$ cat src/hdl/utf8s_pkg.sv
// ----------------------------------------------------------------------------
// utf8s_pkg
// Shared types, constants and helpers for the UTF-8 sanitiser core.
// ----------------------------------------------------------------------------
package utf8s_pkg;

    // replacement character '?'
    localparam logic [7:0] QMARK = 8'h3F;

    // result queue geometry
    localparam int FIFO_DEPTH = 8;
    localparam int PTR_W      = 3;
    localparam int CNT_W      = 4;
    // most results one input byte can cause
    localparam int MAX_RES    = 4;

    // one result request as it sits in the queue
    typedef struct packed {
        logic [7:0] data;
        logic       replaced;
        logic       run_last;
        logic       stream_end;
    } result_t;

    // decoder verdict for one byte
    typedef struct packed {
        logic [2:0]              n;
        result_t [MAX_RES-1:0]   res;
        logic [1:0]              count_next;
        logic                    hold_lead;
        logic                    hold_cont;
    } decode_t;

    // number of continuation bytes a lead byte asks for
    function automatic logic [1:0] cont_needed(input logic [7:0] b);
        logic [1:0] n;
        n = 2'd0;
        if (b >= 8'hC0 && b <= 8'hDF)
        begin
            n = 2'd1;
        end
        else if (b >= 8'hE0 && b <= 8'hEF)
        begin
            n = 2'd2;
        end
        else if (b >= 8'hF0 && b <= 8'hF7)
        begin
            n = 2'd3;
        end
        return n;
    endfunction

endpackage

$ cat src/hdl/utf8s_decode.sv
// ----------------------------------------------------------------------------
// utf8s_decode
// Single-pass classification of one byte against the held sequence; gives
// the list of result requests and the next held state.
// ----------------------------------------------------------------------------
module utf8s_decode
(
    input  logic [1:0]        held_count,
    input  logic [2:0][7:0]   held,
    input  logic [7:0]        byte_in,
    input  logic              last,
    output utf8s_pkg::decode_t dec
);
    import utf8s_pkg::*;

    logic [1:0]       need;
    logic             is_cont;
    logic             broken;
    logic             pass_case;
    logic             fail_cont;
    logic             hold_cont;
    logic             hold_lead;
    logic             prefix_rep;
    logic [2:0]       prefix_len;
    logic [7:0]       tail_byte;
    logic             tail_rep;
    logic             tail_valid;
    logic [2:0]       n;
    logic [3:0][7:0]  pre;

    // classify the byte against the open sequence
    always_comb
    begin
        need      = cont_needed(held[0]);
        is_cont   = (byte_in[7:6] == 2'b10);
        broken    = (held_count != 2'd0) && ((need == 2'd0) || (held_count > need));
        pass_case = 1'b0;
        fail_cont = 1'b0;
        hold_cont = 1'b0;
        if (held_count != 2'd0 && !broken && is_cont)
        begin
            if (held_count == need)
            begin
                pass_case = 1'b1;
            end
            else if (last)
            begin
                fail_cont = 1'b1;
            end
            else
            begin
                hold_cont = 1'b1;
            end
        end
    end

    // tail result: the new byte itself, a '?', or nothing when held
    always_comb
    begin
        hold_lead  = 1'b0;
        tail_byte  = QMARK;
        tail_rep   = 1'b1;
        tail_valid = 1'b1;
        if (pass_case)
        begin
            tail_byte = byte_in;
            tail_rep  = 1'b0;
        end
        else if (hold_cont)
        begin
            tail_valid = 1'b0;
        end
        else if (!fail_cont)
        begin
            // byte taken as a new lead
            if (byte_in[7] == 1'b0)
            begin
                tail_byte = byte_in;
                tail_rep  = 1'b0;
            end
            else if (cont_needed(byte_in) != 2'd0 && !last)
            begin
                hold_lead  = 1'b1;
                tail_valid = 1'b0;
            end
        end
    end

    // build the result list: held prefix then tail
    always_comb
    begin
        pre        = {8'h00, held[2], held[1], held[0]};
        prefix_rep = !pass_case;
        prefix_len = hold_cont ? 3'd0 : {1'b0, held_count};
        n          = prefix_len + {2'b00, tail_valid};
        for (int i = 0; i < MAX_RES; i++)
        begin
            if (3'(i) < prefix_len)
            begin
                dec.res[i].data     = prefix_rep ? QMARK : pre[i];
                dec.res[i].replaced = prefix_rep;
            end
            else
            begin
                dec.res[i].data     = tail_byte;
                dec.res[i].replaced = tail_rep;
            end
            dec.res[i].run_last   = (3'(i) + 3'd1 == n);
            dec.res[i].stream_end = (3'(i) + 3'd1 == n) && last;
        end
        dec.n         = n;
        dec.hold_lead = hold_lead;
        dec.hold_cont = hold_cont;
        if (hold_cont)
        begin
            dec.count_next = held_count + 2'd1;
        end
        else if (hold_lead)
        begin
            dec.count_next = 2'd1;
        end
        else
        begin
            dec.count_next = 2'd0;
        end
    end

endmodule

$ cat src/hdl/utf8_sanitizer_core.sv
// ----------------------------------------------------------------------------
// utf8_sanitizer_core
// Streaming UTF-8 shape check with '?' replacement of broken sequences.
// ----------------------------------------------------------------------------
// The core takes one byte per cycle unless its input stalls. A byte is
// registered in the input stage, checked against the held sequence, and its
// results (0 to 4) are written into an 8-entry result queue, whose head is
// presented on the output. Results leave one per cycle while the output side
// is ready; the queue absorbs the burst of a byte that completes or breaks a
// sequence of four, and input stalls only while more than four results are
// queued. No result is ever produced for more bytes than came in, so a steady
// one-byte-per-cycle stream runs without stalls when the output side is always
// ready.
module utf8_sanitizer_core
(
    input  logic       clk,
    input  logic       rst_n,
    input  logic       in_valid,
    output logic       in_ready,
    input  logic [7:0] in_byte,
    input  logic       in_last,
    output logic       out_valid,
    input  logic       out_ready,
    output logic [7:0] out_byte,
    output logic       was_replaced,
    output logic       run_last,
    output logic       stream_end
);
    import utf8s_pkg::*;

    logic                stage_valid_reg;
    logic [7:0]          stage_byte_reg;
    logic                stage_last_reg;
    logic [1:0]          held_count_reg;
    logic [2:0][7:0]     held_reg;
    result_t             fifo_reg [FIFO_DEPTH];
    logic [PTR_W-1:0]    wr_ptr_reg;
    logic [PTR_W-1:0]    rd_ptr_reg;
    logic [CNT_W-1:0]    count_reg;
    logic [CNT_W-1:0]    count_next;
    decode_t             dec;
    logic                fire;
    logic                pop;
    logic                in_take;
    result_t             head;

    // a byte is processed when the queue has room for the worst case
    assign fire     = stage_valid_reg && (count_reg <= CNT_W'(FIFO_DEPTH - MAX_RES));
    assign in_ready = !stage_valid_reg || fire;
    assign in_take  = in_valid && in_ready;
    assign pop      = out_valid && out_ready;

    // input stage control
    always_ff @(posedge clk or negedge rst_n)
    begin
        if (!rst_n)
        begin
            stage_valid_reg <= 1'b0;
        end
        else if (in_ready)
        begin
            stage_valid_reg <= in_valid;
        end
    end

    // input stage payload
    always_ff @(posedge clk)
    begin
        if (in_take)
        begin
            stage_byte_reg <= in_byte;
            stage_last_reg <= in_last;
        end
    end

    utf8s_decode u_decode
    (
        .held_count (held_count_reg),
        .held       (held_reg),
        .byte_in    (stage_byte_reg),
        .last       (stage_last_reg),
        .dec        (dec)
    );

    // held sequence count
    always_ff @(posedge clk or negedge rst_n)
    begin
        if (!rst_n)
        begin
            held_count_reg <= 2'd0;
        end
        else if (fire)
        begin
            held_count_reg <= dec.count_next;
        end
    end

    // held sequence bytes
    always_ff @(posedge clk)
    begin
        if (fire && dec.hold_lead)
        begin
            held_reg[0] <= stage_byte_reg;
        end
        else if (fire && dec.hold_cont)
        begin
            held_reg[held_count_reg] <= stage_byte_reg;
        end
    end

    // result queue storage
    always_ff @(posedge clk)
    begin
        for (int i = 0; i < MAX_RES; i++)
        begin
            if (fire && (3'(i) < dec.n))
            begin
                fifo_reg[wr_ptr_reg + PTR_W'(i)] <= dec.res[i];
            end
        end
    end

    // result queue pointers
    always_comb
    begin
        count_next = count_reg;
        if (fire)
        begin
            count_next = count_next + CNT_W'(dec.n);
        end
        if (pop)
        begin
            count_next = count_next - CNT_W'(1);
        end
    end

    always_ff @(posedge clk or negedge rst_n)
    begin
        if (!rst_n)
        begin
            wr_ptr_reg <= '0;
            rd_ptr_reg <= '0;
            count_reg  <= '0;
        end
        else
        begin
            if (fire)
            begin
                wr_ptr_reg <= wr_ptr_reg + PTR_W'(dec.n);
            end
            if (pop)
            begin
                rd_ptr_reg <= rd_ptr_reg + PTR_W'(1);
            end
            count_reg <= count_next;
        end
    end

    // output request
    assign head         = fifo_reg[rd_ptr_reg];
    assign out_valid    = (count_reg != '0);
    assign out_byte     = head.data;
    assign was_replaced = head.replaced;
    assign run_last     = head.run_last;
    assign stream_end   = head.stream_end;

    // queue never overfills
    assert property (@(posedge clk) disable iff (!rst_n)
        count_reg <= CNT_W'(FIFO_DEPTH))
        else $error("result queue overflow");

    // end of stream leaves no held bytes
    assert property (@(posedge clk) disable iff (!rst_n)
        fire && stage_last_reg |=> held_count_reg == 2'd0)
        else $error("held bytes survive end of stream");

    // a final byte always yields at least one result
    assert property (@(posedge clk) disable iff (!rst_n)
        fire && stage_last_reg |-> dec.n != 3'd0)
        else $error("end of stream without result");

    // a byte that is held with nothing to flush produces no result
    assert property (@(posedge clk) disable iff (!rst_n)
        fire && (dec.hold_cont || (dec.hold_lead && held_count_reg == 2'd0))
            |-> dec.n == 3'd0)
        else $error("held byte produced a result");

endmodule

$ cat config.mk
export PLATFORM = sky130hd
export DESIGN_NAME = utf8_sanitizer_core
export DESIGN_NICKNAME = d
export VERILOG_FILES = /design/src/hdl/utf8s_pkg.sv /design/src/hdl/utf8s_decode.sv /design/src/hdl/utf8_sanitizer_core.sv
export SDC_FILE = /design/constraint.sdc
export NUM_CORES = 1
export LEC_CHECK = 0
export BUFFER_PORTS_ARGS = -buffer_cell sky130_fd_sc_hd__buf_2
export CELL_PAD_IN_SITES_DETAIL_PLACEMENT = 1
export CELL_PAD_IN_SITES_GLOBAL_PLACEMENT = 1
export CORE_MARGIN = 10
export CORE_UTILIZATION = 45
export DETAILED_ROUTE_END_ITERATION = 6
export GPL_ROUTABILITY_DRIVEN = 0
export PLACE_DENSITY = 0.85
export SLEW_MARGIN = 10
export SYNTH_ARGS = -nofsm -noshare
export SYNTH_HDL_FRONTEND = slang
export SYNTH_SLANG_ARGS = --single-unit
$ cat constraint.sdc
create_clock -name clk -period 4 [get_ports clk]
set_input_delay 0.6 -clock clk [delete_from_list [all_inputs] [get_ports clk]]
set_output_delay 0.6 -clock clk [all_outputs]
set_load 0.05 [all_outputs]
==> out/qor.tcl <==
set qor(cap_violations) 0
set qor(dominantRegCellSynth) {edfxtp_1}
set qor(placedInstanceArea_sq_um) 9030
set qor(cts.clk_slew.worst_paths_ns) 0.07
set qor(timing_limited_maximum_frequency_ghz) 0.252
set qor(ys_warn_count) 0
set qor(syn-instance-count) 769
set qor(report.final.setup_viol) 0
set qor(area_delta_synth_final_pct) 16.3
set qor(cts-buffers-inserted) 17
set qor(clock_tree.buffer_depth) 2
set qor(max-slew-margin-rel) 0.174
set qor(hold_ws_ns) 0.0423
set qor(worst-slew-pin-transition_ns) 1.23
set qor(number_of_synthesized_register_bits) 134
set qor(grt_max_degree) 25
set qor(synth.area.top_cells) {edfxtp_1 43%, mux4_2 5.9%, dfrtp_1 3.9%}
set qor(final-instance-count-excl-fill) 1074
set qor(synth_enable_flop_cells) 121
set qor(yosys.area.top_type_share) 0.431
set qor(post_synth_fa_ha_maj_area_fraction) 0.0285
set qor(detailedPlacementHpwl_um) 21700
set qor(post-route-period-util) 0.992
set qor(antennaDiodeCount) 0
set qor(synth_xor_xnor_area_share) 0.0136
set qor(final_core_utilization) 0.528
set qor(cts_hold_repair.buffers) 0
set qor(worstSetupEndpointType) {register}
set qor(route.vias.total) 7534
set qor(synth_simple_gate_area_share) 0.158
set qor(first_global_vias) 7433
set qor(postLayoutCellArea_sq_um) 9810
set qor(ios) 26
set qor(status) {completed}
set qor(globalRoute.totalOverflow) 0
set qor(detail_route.vias_per_cell) 7.01
set qor(setup.worst_path.class) {register to register}
set qor(drt_iter0_drc) 1197
set qor(grt_antenna_before_repair) 3
set qor(cp-start-kind) {register}
set qor(post_synth_instance_area_sq_um) 8440
set qor(drt-pass1-iter-count) 6
set qor(total_leakage_power_nw) 3.34
set qor(htree_levels) 4
set qor(dieArea_sq_um) 24600
set qor(cts_tree) {yes}
set qor(grt_pass1_wl_um) 45500
set qor(die-width_um) 157
set qor(synth.cells.most_frequent) {121 x edfxtp_1, 79 x nand2_1, 51 x o21ai_0, 47 x nor2_1, 31 x o211ai_1}
set qor(hold_path.class) {input port to async pin}
set qor(crit-reg2reg-launch) {held_reg[3]}
set qor(tritoncts_num_sinks) 134
set qor(n_fill_cell) 1970
set qor(post_synth_mux_area_share) 0.0896
set qor(seqCellArea_sq_um) 3960
set qor(multi_input_comb_area_sq_um) 4370
set qor(sequential_element_share_of_the_synthesized_area) 0.469
set qor(chipHeight_um) 157
set qor(clk-insertion-delay-late_ns) 0.44
set qor(coreArea_sq_um) 18600
set qor(worst-endpoint-required_ns) 4.23
set qor(timing.final.hold_violations) 0
set qor(final_net_count) 858
set qor(drt-total-wl_um) 29900
set qor(synth.avg_cell_area_sq_um) 11.0
set qor(placedCellCount) 1036
set qor(synth_top_cell_by_area) {edfxtp_1}
set qor(track_usage) 0.243
set qor(path_max_fanout) 9
set qor(synth-async-reset-ratio) 0.0970
set qor(finalClockSkew_ns) 0.0105
set qor(io_buffer_count) 25
set qor(critical_path_arrival_ns) 4.20
set qor(largest_reg_flops) 88
set qor(drt_drc_violations_left) 0
set qor(grt_setup_unrepaired) {yes}
set qor(ir_drop_mv) 0.385
set qor(fp-row-count) 50
set qor(wire_per_inst_um) 27.9
set qor(netlist-cell-type-count) 80
set qor(post_synthesis_compound_gate_area_fraction) 0.210
set qor(clock-root-buffer) {clkbuf_16}
set qor(largest_family_of_logic_cells_by_synthesized_area) {compound AO/OA/AOI/OAI gates}
set qor(drtAntennaViolNets) 0
set qor(power.total_mw) 6.97
set qor(worstSetupStartpoint) {held_reg[3]}
set qor(cellPowerDensity_nw_per_um2) 711
set qor(synth_nets) 800
set qor(maxSlewViolCount) 0
set qor(synth.most_common_cell) {edfxtp_1}
set qor(ff2ff_path_depth) 16
set qor(initial_core_util) 0.454
set qor(fin_crit_ns) 3.97
set qor(drive_gt1_frac) 0.265
## final cells by class
class                           instances  share of cell area
Timing Repair Buffer                   85              0.0590
Sequential cell                       134               0.403
Multi-Input combinational cell        580               0.445
Tap cell                              234              0.0298
Clock inverter                         15              0.0158
Inverter                                9             0.00344
Clock buffer                           17              0.0434
## final timing paths
path	to	slack, ns
max	fifo_reg[2][5]	0.03
min	count_reg[1]	0.04
max reg2reg	fifo_reg[2][5]	0.03
min reg2reg	held_reg[18]	0.59
max in group asynchronous	rd_ptr_reg[0]	3.70
min in group clk	stage_byte_reg[7]	0.33
## where the power goes
group / switching [mW] / total [mW] / leakage [nW] / internal (mW)
clock: 0.662 / 1.58 / 0.277 / 0.919
combinational: 2.08 / 3.23 / 1.83 / 1.15
sequential: 0.263 / 2.16 / 1.24 / 1.90
## stage by stage
step / setup slack [ns] / TNS, ns
6_report: 0.0313 / 0
5_1_grt: -0.0918 / -0.693
4_1_cts: -0.0130 / -0.0130
3_5_place_dp: -0.113 / -0.995
3_3_place_gp: 0.0399 / 0
2_1_floorplan: 0.0279 / 0
## routing by layer
metal / routed length (um) / vias to the layer above / global-route usage / share of wire
li1: - / 3130 / - / -
met1: 11900 / 3697 / 0.319 / 0.40
met2: 13300 / 560 / 0.371 / 0.44
met3: 3170 / 143 / 0.0592 / 0.11
met4: 1600 / 4 / 0.110 / 0.054
met5: 31 / - / 0 / 0.0010
## cell usage in the layout (no fill, tap or decap), types with 5 or more instances in the layout
master	count
nor3_2	9
o211ai_1	31
nor3_1	13
a21oi_2	9
xnor2_1	6
a21oi_1	27
or3_1	5
mux2_2	11
a222oi_1	12
edfxtp_1	121
a221oi_1	11
a32oi_1	5
buf_2	25
buf_4	59
ha_1	15
a22oi_1	29
nand2b_1	25
and2_1	17
inv_1	7
nor2b_1	14
nor2_1	39
dfrtp_1	13
nand2_1	77
a31oi_1	7
nand3_1	20
clkbuf_16	17
nor2_2	10
o21ai_1	20
mux4_2	22
o21ai_0	36
mux2i_1	10
o22ai_1	11
## repair_timing
item                                    in CTS  in global routing
pin swaps                                    0                  5
endpoints found under the setup margin      41                139
resized for setup                            7                 38
hold endpoints to repair                     0                  0
buffers inserted                             0                  6
## critical path: stages, from the launching register on
cell and delay (ns):
edfxtp_1 0.39, buf_4 0.16, a21oi_1 0.13, nand2_1 0.08, ha_1 0.36, a211o_1 0.18, nor2_2 0.05, nor2_1 0.17
ha_1 0.21, inv_1 0.05, ha_1 0.21, nor3b_4 0.26, nand2_4 0.14, buf_4 0.23, nor3_1 0.57, nand2_1 0.19
o211ai_1 0.37
## cell families after synthesis
kind of cell / count (synthesis)
multiplexers: 45
XOR/XNOR: 11
adder cells (fa/ha/maj): 18
AO/OA/AOI/OAI: 245
flip-flops: 134
buffers and inverters: 55
AND/OR/NAND/NOR: 261
Power figures use the tool's default switching activity.
